### config.mk
export PLATFORM = sky130hd
export DESIGN_NAME = keypad_matrix_scanner_flat
export DESIGN_NICKNAME = d
export VERILOG_FILES = /design/src/design/kms_pkg.sv /design/src/design/kms_if.sv /design/src/design/keypad_matrix_scanner.sv /design/src/flat_wrapper.sv
export SDC_FILE = /design/constraint.sdc
export NUM_CORES = 1
export LEC_CHECK = 0
export BUFFER_PORTS_ARGS = -buffer_cell sky130_fd_sc_hd__clkbuf_2
export CAP_MARGIN = 10
export CORE_UTILIZATION = 45
export CTS_CLUSTER_SIZE = 10
export DETAILED_ROUTE_END_ITERATION = 10
export GPL_TIMING_DRIVEN = 0
export PLACE_DENSITY_LB_ADDON = 0.15
export SLEW_MARGIN = 20
export SYNTH_ARGS = -nofsm -noshare
export SYNTH_HDL_FRONTEND = slang
export SYNTH_SLANG_ARGS = --single-unit
### constraint.sdc
create_clock -name clk -period 23.6 [get_ports clk]
set_clock_uncertainty 0.15 [all_clocks]
set_input_delay 1.18 -clock clk [delete_from_list [all_inputs] [get_ports clk]]
set_output_delay 1.18 -clock clk [all_outputs]
set_load 0.03 [all_outputs]
### src/design/kms_pkg.sv
`timescale 1ns / 1ps
// Package for the keypad matrix scanner: constants, register indexes and
// the key decode function. No dependencies.
package kms_pkg;

  localparam int unsigned NUM_LINES = 8;
  localparam int unsigned LINE_W = $clog2(NUM_LINES);
  localparam int unsigned ROW_W = 8;
  localparam int unsigned DEB_W = 16;
  localparam int unsigned MASK_W = NUM_LINES;
  localparam int unsigned CODE_W = 8;
  localparam int unsigned CFG_DATA_W = DEB_W;
  localparam int unsigned CFG_IDX_W = 1;

  localparam logic [ROW_W-1:0] ALL_HIGH = 8'hFF;
  localparam logic [CODE_W-1:0] PAIR_BASE = 8'd101;
  localparam logic [CODE_W-1:0] CODE_MAX = 8'd128;
  localparam logic [CODE_W-1:0] SINGLE_MAX = 8'd64;
  localparam logic [DEB_W-1:0] DEBOUNCE_RST = 16'd15;
  localparam logic [MASK_W-1:0] PAIR_MASK_RST = 8'h02;
  localparam logic [ROW_W-1:0] LAST_LINE_DRIVE = 8'h7F;

  typedef enum logic [CFG_IDX_W-1:0] {
    CFG_DEBOUNCE  = 1'b0,
    CFG_PAIR_MASK = 1'b1
  } cfg_idx_t;

  // offset of the first pair whose lower row is a (lexicographic numbering)
  function automatic logic [4:0] pair_offset(input logic [2:0] a);
    logic [4:0] off;
    unique case (a)
      3'd0: off = 5'd0;
      3'd1: off = 5'd7;
      3'd2: off = 5'd13;
      3'd3: off = 5'd18;
      3'd4: off = 5'd22;
      3'd5: off = 5'd25;
      3'd6: off = 5'd27;
      default: off = 5'd28;
    endcase
    return off;
  endfunction

  function automatic logic [CODE_W-1:0] decode_key(
    input logic [LINE_W-1:0] line,
    input logic [ROW_W-1:0]  levels,
    input logic              pair_en
  );
    logic [ROW_W-1:0] pressed;
    logic [3:0]       cnt;
    logic [2:0]       first;
    logic [2:0]       second;
    logic [4:0]       idx;
    logic [CODE_W-1:0] code;
    pressed = ~levels;
    cnt = '0;
    first = '0;
    second = '0;
    for (int r = 0; r < ROW_W; r++) begin
      if (pressed[r]) begin
        if (cnt == 4'd0) first = 3'(r);
        else if (cnt == 4'd1) second = 3'(r);
        cnt = cnt + 4'd1;
      end
    end
    idx = pair_offset(first) + 5'(second - first - 3'd1);
    if (cnt == 4'd1) begin
      code = {2'b00, line, first} + 8'd1;
    end else if (cnt == 4'd2 && pair_en) begin
      code = PAIR_BASE + {3'b000, idx};
    end else begin
      code = '0;
    end
    return code;
  endfunction

endpackage

### src/design/kms_if.sv
`timescale 1ns / 1ps
// Valid/ready channel interfaces for the keypad matrix scanner.
// Depends on kms_pkg for field widths.
interface kms_in_if;
  logic                     valid;
  logic                     ready;
  logic [kms_pkg::ROW_W-1:0] row_levels;
  modport source (output valid, output row_levels, input ready);
  modport sink   (input valid, input row_levels, output ready);
endinterface

interface kms_out_if;
  logic                      valid;
  logic                      ready;
  logic [kms_pkg::ROW_W-1:0]  drive_lines;
  logic                      scan_done;
  logic [kms_pkg::CODE_W-1:0] key_code;
  modport source (output valid, output drive_lines, output scan_done, output key_code,
                  input ready);
  modport sink   (input valid, input drive_lines, input scan_done, input key_code,
                  output ready);
endinterface

### src/design/keypad_matrix_scanner.sv
`timescale 1ns / 1ps
// Keypad matrix scanner top level: input register, scan/debounce/decode step, result register.
// Depends on kms_pkg and the channel interfaces in kms_if.sv.
//
// Each item is one sampled tick of the 8 return lines and yields exactly one result
// item: the scan line driven for that sample, scan_done, and key_code (nonzero only
// with scan_done). One item per cycle is sustained while results are taken. An accepted
// item sits in the input register, is decoded and loaded into the result register, and
// its result is then offered on the output channel. A stalled result stalls the input
// only when both registers are full.
module keypad_matrix_scanner (
  input  logic                            clk,
  input  logic                            rst_n,
  kms_in_if.sink                          in_ch,
  kms_out_if.source                       out_ch,
  input  logic                            cfg_we,
  input  logic [kms_pkg::CFG_IDX_W-1:0]   cfg_index,
  input  logic [kms_pkg::CFG_DATA_W-1:0]  cfg_data
);
  import kms_pkg::*;

  logic [DEB_W-1:0]  debounce_r;
  logic [MASK_W-1:0] pair_mask_r;

  logic              s1_v_r;
  logic [ROW_W-1:0]  s1_levels_r;
  logic              s1_move;

  logic [LINE_W-1:0] line_r, line_nxt;
  logic              deb_r, deb_nxt;
  logic [DEB_W-1:0]  wait_r, wait_nxt;
  logic [CODE_W-1:0] held_r, held_nxt;

  logic              out_v_r;
  logic [ROW_W-1:0]  drive_r, drive_nxt;
  logic              done_r, done_nxt;
  logic [CODE_W-1:0] code_r, code_nxt;

  logic              advance;
  logic [CODE_W-1:0] held_cur;

  assign s1_move = s1_v_r && (!out_v_r || out_ch.ready);
  assign in_ch.ready = !s1_v_r || s1_move;

  always_ff @(posedge clk) begin
    if (!rst_n) begin
      debounce_r  <= DEBOUNCE_RST;
      pair_mask_r <= PAIR_MASK_RST;
    end else if (cfg_we) begin
      unique case (cfg_idx_t'(cfg_index))
        CFG_DEBOUNCE:  debounce_r  <= cfg_data;
        CFG_PAIR_MASK: pair_mask_r <= cfg_data[MASK_W-1:0];
        default: ;
      endcase
    end
  end

  always_comb begin
    line_nxt  = line_r;
    deb_nxt   = deb_r;
    wait_nxt  = wait_r;
    held_cur  = held_r;
    advance   = 1'b0;
    drive_nxt = ~(ROW_W'(1) << line_r);
    done_nxt  = 1'b0;
    code_nxt  = '0;
    if (!deb_r) begin
      if (s1_levels_r != ALL_HIGH) begin
        deb_nxt  = 1'b1;
        wait_nxt = debounce_r;
      end else begin
        advance = 1'b1;
      end
    end else if (wait_r != '0) begin
      wait_nxt = wait_r - DEB_W'(1);
    end else begin
      if (s1_levels_r != ALL_HIGH)
        held_cur = decode_key(line_r, s1_levels_r, pair_mask_r[line_r]);
      deb_nxt = 1'b0;
      advance = 1'b1;
    end
    held_nxt = held_cur;
    if (advance) begin
      if (line_r == LINE_W'(NUM_LINES - 1)) begin
        done_nxt = 1'b1;
        code_nxt = held_cur;
        held_nxt = '0;
        line_nxt = '0;
      end else begin
        line_nxt = line_r + LINE_W'(1);
      end
    end
  end

  always_ff @(posedge clk) begin
    if (!rst_n) begin
      s1_v_r  <= 1'b0;
      out_v_r <= 1'b0;
      line_r  <= '0;
      deb_r   <= 1'b0;
      wait_r  <= '0;
      held_r  <= '0;
    end else begin
      if (in_ch.ready) s1_v_r <= in_ch.valid;
      if (s1_move) begin
        out_v_r <= 1'b1;
        line_r  <= line_nxt;
        deb_r   <= deb_nxt;
        wait_r  <= wait_nxt;
        held_r  <= held_nxt;
      end else if (out_ch.ready) begin
        out_v_r <= 1'b0;
      end
    end
  end

  always_ff @(posedge clk) begin
    if (in_ch.ready && in_ch.valid) s1_levels_r <= in_ch.row_levels;
    if (s1_move) begin
      drive_r <= drive_nxt;
      done_r  <= done_nxt;
      code_r  <= code_nxt;
    end
  end

  assign out_ch.valid       = out_v_r;
  assign out_ch.drive_lines = drive_r;
  assign out_ch.scan_done   = done_r;
  assign out_ch.key_code    = code_r;

endmodule

### src/flat_wrapper.sv
// flat-port wrapper written by rule: the top's interface ports become plain ports
module keypad_matrix_scanner_flat import kms_pkg::*;
  (clk, rst_n, cfg_we, cfg_index, cfg_data, in_ch_valid, in_ch_row_levels, in_ch_ready, out_ch_valid, out_ch_drive_lines, out_ch_scan_done, out_ch_key_code, out_ch_ready);
  kms_in_if in_ch_i ();
  kms_out_if out_ch_i ();
  input  logic clk;
  input  logic rst_n;
  input  logic cfg_we;
  input  logic [kms_pkg::CFG_IDX_W-1:0] cfg_index;
  input  logic [kms_pkg::CFG_DATA_W-1:0] cfg_data;
  input wire logic [$bits(in_ch_i.valid)-1:0] in_ch_valid;
  input wire logic [$bits(in_ch_i.row_levels)-1:0] in_ch_row_levels;
  output wire logic [$bits(in_ch_i.ready)-1:0] in_ch_ready;
  output wire logic [$bits(out_ch_i.valid)-1:0] out_ch_valid;
  output wire logic [$bits(out_ch_i.drive_lines)-1:0] out_ch_drive_lines;
  output wire logic [$bits(out_ch_i.scan_done)-1:0] out_ch_scan_done;
  output wire logic [$bits(out_ch_i.key_code)-1:0] out_ch_key_code;
  input wire logic [$bits(out_ch_i.ready)-1:0] out_ch_ready;
  assign in_ch_i.valid = in_ch_valid;
  assign in_ch_i.row_levels = in_ch_row_levels;
  assign in_ch_ready = in_ch_i.ready;
  assign out_ch_valid = out_ch_i.valid;
  assign out_ch_drive_lines = out_ch_i.drive_lines;
  assign out_ch_scan_done = out_ch_i.scan_done;
  assign out_ch_key_code = out_ch_i.key_code;
  assign out_ch_i.ready = out_ch_ready;
  keypad_matrix_scanner u_core (.clk(clk), .rst_n(rst_n), .in_ch(in_ch_i), .out_ch(out_ch_i), .cfg_we(cfg_we), .cfg_index(cfg_index), .cfg_data(cfg_data));
endmodule
---- Word-level counts from Yosys, hierarchy flattened ----
Cells that the tools add are included.
storage, ports and cells
  register bits after elaboration ......... 79
  latch bits .............................. 0
  bits in writable memories ............... 0
  bits in read-only memories .............. 0
  output and inout port bits .............. 19
  logic and storage cells ................. 177
  memories ................................ 0
cells by class
  $add $sub $neg .......................... 14
  multipliers ............................. 0
  div/mod/pow operators ................... 0
  magnitude comparators ................... 1
  eq/ne operators ......................... 18
  shifts and indexed selects .............. 1
  mux-type cells .......................... 105
  bitwise gates (word level) .............. 3
  reduce and logical (&&, ||, !) cells .... 23
operators with widths
  operator                                                              count
  3-bit two-way mux                                                     46
  4-bit two-way mux                                                     31
  8-bit two-way mux                                                     7
  16-bit two-way mux                                                    3
  5-bit case mux with 7 select lines                                    1
  4-bit by 1-bit == test with 1-bit output, second input constant       8
  4-bit by 1-bit adder with 4-bit output, second input constant         7
  4-bit logical NOT                                                     7
  8-bit inverter                                                        2
  16-bit nonzero test                                                   1
  16-bit by 1-bit subtractor with 16-bit output, second input constant  1
  5-bit two-way mux                                                     3
  1-bit two-way mux                                                     13
  3-bit == test, second input constant                                  4
  7-bit by 5-bit adder with 8-bit output, first input constant          1
  8-bit inequality test, second input constant                          1
  2-bit AND reduction                                                   4
  1-bit by 3-bit left shift with 8-bit output, first input constant     1
  6-bit by 1-bit adder with 7-bit output, second input constant         1
  3-bit by 2-bit == test with 1-bit output, second input constant       2
  5-bit adder                                                           1
  5-bit by 1-bit subtractor with 5-bit output, second input constant    1
  4-bit by 2-bit == test with 1-bit output, second input constant       1
  3-bit by 4-bit < comparator with 1-bit output, second input constant  1
  other kinds (12)                                                      17

---- Logic depth before layout (Yosys ltp) ----
  depth in word-level cells ............... 55
  depth in mapped cells ................... 40

---- Least setup slack after synthesis ----
Ideal clock, no wire load.
  kind .................................... register to register
  start point ............................. register u_core.s1_levels_r[0]
  end point ............................... register u_core.code_r[4], in the netlist u_core.out_ch.key_code[4], data pin
  library setup time ...................... 266 ps
  arrival time ............................ 7200 ps
  data required time ...................... 23184 ps
  setup slack ............................. 15984 ps
  cell stages (with the launch flop) ...... 40
  period minus slack after synthesis ...... 7616 ps
  cells stage by stage .................... edfxtp_1 > inv_1 > ha_1 > buf_2 > xnor2_4 > ha_1 > nand2b_1 > nand2_1 > ha_1 > nor2b_1 > a211o_1 > inv_2 > ha_1 > nor2_1 > a21oi_2 > ha_1 > nor2b_1 > a31oi_1 > [4 not listed] > a211oi_1 > a21oi_1 > inv_1 > ha_1 > fa_1 > xor2_1 > ha_1 > inv_1 > ha_1 > a21o_1 > a21oi_1 > xor2_1 > xnor2_1 > a2111oi_0 > a211oi_2 > xor2_1 > a211oi_2 > nor2_1
between the ends
  cells in the longest elaborated chain, start to end .. 53
RTL lines
  element                                                                                          RTL line                      text
  start: declaration                                                                               keypad_matrix_scanner.sv:26   logic [ROW_W-1:0] s1_levels_r;
  start signal: assignment                                                                         keypad_matrix_scanner.sv:118  if (in_ch.ready && in_ch.valid) s1_levels_r <= in_ch.row_levels;
  parallel branches: the longest is 53 deep, another holds 4-bit by 1-bit adder with 4-bit output  n/a
  end signal: assignment                                                                           keypad_matrix_scanner.sv:122  code_r <= code_nxt;
  end: declaration                                                                                 keypad_matrix_scanner.sv:37   logic [CODE_W-1:0] code_r, code_nxt;
Parallel ways; which one is timed is not known. The select of a mux whose other input is x is not followed.
A chain may end at the register's enable or synchronous reset.

---- Final worst setup path ----
Ends and elaborated chain as after synthesis.

==> flow_summary.ini <==
[placement]
numPortBuffers = 47
dpl.hpwl_um = 9630
gp_congestion = 0.871
postPlaceCellArea_mm2 = 0.00566

[synthesis]
synthArstFlopShare_pct = 0
syn_avg_cell_area_um2 = 8.56
synth_top_family_by_area = simple AND/OR/NAND/NOR gates
synth_ff_type = dfxtp_1
synthMuxAreaShare_pct = 1.65
syn_inst = 613
synth_edf_count = 25
synthSimpleGateAreaFrac_pct = 23.4
yosys.area_share.adder_pct = 10.5
synth-seq-cells = 79
yosysWarningCount = 0
yosysSeqAreaShare_pct = 34.9
syn-num-nets = 686
syn-cell-area_mm2 = 0.00525
synth_xor_area_share_pct = 5.96
synth.distinct_cells = 72
synth_compound_area_share_pct = 18.1

[cts]
clock-sinks = 79
cts_buffers = 9
ctsHoldBuffers = 0
clock-root-buffer = clkbuf_16
clk_latency_ps = 330
cts_tree = yes
cts.reportedPaths.clkPinSlew_ps = 60
cts_resized = 0
htreeDepth = 3
post_cts.repair.setup_buffers = 0
clk_path_buf_depth = 2

[finish]
layout-drive-gt1-share_pct = 14.5
regArea_mm2 = 0.00183
fin_nets = 744
area_growth_pct = 13.7
multi_input_area_mm2 = 0.00313
final_cell_area_mm2 = 0.00596
diodes = 0
fillers = 1072

[power]
p_leak_nw = 2.40
p_total_mw = 0.663
ir_worst_vdd_mv = 0.0897
power_density_mw_per_mm2 = 111

[die]
core_area_mm2 = 0.0114
die_w_um = 110
initial_core_util_pct = 46.1
die_h_um = 110
num_rows = 39
ioPinCount = 49
die-area_mm2 = 0.0121

[timing]
setup_viol = 0
max_freq_mhz = 115
fin_crit_ps = 8700
grt_setup_unrepaired = no
worst_pin_slew_ps = 764
slew_viol_final = 0
relSlewSlack_pct = 48.9
min_period_over_period_pct = 36.9
hold_viol_final = 0
fin_tns_setup_ps = 0

[worst_setup_path]
cp-end-kind = flop
worst_ep_arrival_time_ps = 8620
crit_top_cell = ha_1
cp_slowest_cell = a2111oi_0
cp_slowest_stage_delay_ps = 520
required_ps = 23510
crit_path_start_kind = flop
critical_path_class = reg -> reg
path_max_fanout = 8

[route]
drc = 0
antenna_left = 0
vias = 4578
wl_um = 12400
via_per_inst = 5.59
dr.pass1.iters = 5
wl_per_cell_um = 15.1
first_iter_violations = 233

[global_routing]
antenna_found_initial = 0
grt_max_degree = 25
grt_pass1_wl_um = 20500
grtUsageTotal_pct = 21.8
grt_pass1_vias = 4374
overflow = 0

[flow_run]
drv_cap = 0

[status]
status = completed

[hold_path]
worst_hold_path_type = reg -> reg
==> registers in the layout, indices dropped and copies added, names as in the netlist, 3 cells and up <==
register                   cells
u_core.debounce_r             16
u_core.held_r                  8
u_core.line_r                  3
u_core.out_ch.drive_lines      8
u_core.out_ch.key_code         8
u_core.pair_mask_r             8
u_core.s1_levels_r             8
u_core.wait_r                 16
==> synthesized netlist by cell type (3+ instances only) <==
master | number | area [um^2]
inv_1 | 38 | 143
a22oi_1 | 9 | 67.6
and2_1 | 11 | 68.8
o21ai_1 | 3 | 15.0
o221ai_1 | 4 | 35.0
nand4_1 | 5 | 31.3
buf_6 | 3 | 33.8
ha_1 | 41 | 513
nand2b_1 | 11 | 68.8
or4_1 | 4 | 30.0
xor2_1 | 6 | 52.6
nand3_1 | 23 | 115
o211ai_1 | 3 | 22.5
a21oi_1 | 55 | 275
a21o_1 | 4 | 30.0
nor2_1 | 38 | 143
o21ai_0 | 24 | 120
nor4_1 | 3 | 18.8
nor3_1 | 18 | 90.1
o31ai_1 | 4 | 30.0
edfxtp_1 | 25 | 751
clkbuf_1 | 18 | 67.6
or3_1 | 8 | 50.1
a31oi_1 | 8 | 50.1
nor3b_1 | 3 | 22.5
a211oi_2 | 6 | 75.1
dfxtp_1 | 54 | 1080
and3_1 | 5 | 31.3
buf_2 | 5 | 25.0
xnor2_1 | 10 | 87.6
mux2i_1 | 3 | 30.0
nand2_1 | 89 | 334
a311oi_1 | 4 | 35.0
nor2b_1 | 15 | 93.8
==> placed cells by master, fill, tap and decap left out, drive strengths merged, types with 5 or more instances in the layout <==
cell type / count
a21oi: 57
xnor2: 13
a211oi: 8
a22oi: 9
xor2: 8
edfxtp: 25
and2: 12
and3: 5
a31oi: 8
buf: 10
nand4: 5
clkbuf: 75
nand3: 23
inv: 42
nand2b: 11
ha: 41
o21ai: 27
or3: 8
nor2b: 16
nor2: 38
nand2: 89
or4: 5
nor3: 18
dfxtp: 54
==> power breakdown <==
group / total (mW) / switching, mW / internal, mW
Clock: 0.141 / 0.0558 / 0.0853
Sequential: 0.150 / 0.00406 / 0.146
Combinational: 0.372 / 0.223 / 0.148
Total: 0.663 / 0.283 / 0.379
==> final cells by class <==
type	count	area share, %
repair buffers	47	3.94
well taps	143	3.00
plain buffers	28	2.24
flip-flops and latches	79	30.7
clock inverters	6	1.09
inverters	40	2.52
clock buffers	10	4.01
multi-input cells	466	52.5
==> cell families (layout without fill, tap and decap cells) <==
family | count (synthesis) | after routing
AO/OA/AOI/OAI | 146 | 146
adder cells (fa/ha/maj) | 43 | 43
AND/OR/NAND/NOR | 247 | 247
buffers and inverters | 68 | 131
flip-flops | 79 | 79
multiplexers | 6 | 6
XOR/XNOR | 24 | 24
==> metrics by stage <==
step                      utilization [%]  hold slack, ps  std cells  setup WS (ps)
after detailed placement             49.8             297        803          14940
after floorplan                         -             282        613          15980
after global routing                 52.5             318        819          14130
after CTS                            52.5             306        819          14910
final                                52.5             304        819          14900
after global placement               49.8             291        803          15070
==> worst max-delay path: cells and delay by family (launching register included) <==
family / cells / cell delay, ps
XOR/XNOR: 4 / 860
buffers and inverters: 6 / 740
adder cells (fa/ha/maj): 10 / 2630
AND/OR/NAND/NOR: 7 / 800
flip-flops: 1 / 440
AO/OA/AOI/OAI: 11 / 2820
==> final timing paths <==
kind	end	cells past startpoint	slack, ps	start
min reg2reg	u_core.pair_mask_r[0]	2	300	u_core.pair_mask_r[0]
max reg2reg	u_core.out_ch.key_code[4]	38	14900	u_core.s1_levels_r[0]
max	u_core.out_ch.key_code[4]	38	14900	u_core.s1_levels_r[0]
min	u_core.pair_mask_r[0]	2	300	u_core.pair_mask_r[0]
==> layer usage <==
metal	up-vias	global-route usage [%]	share of wire (%)
met5	-	0	0
met4	0	7.14	2.3
met3	30	3.76	4.2
met2	115	35.8	45
met1	2145	29.1	48
li1	2288	-	-
(Power assumes the default switching activity.)
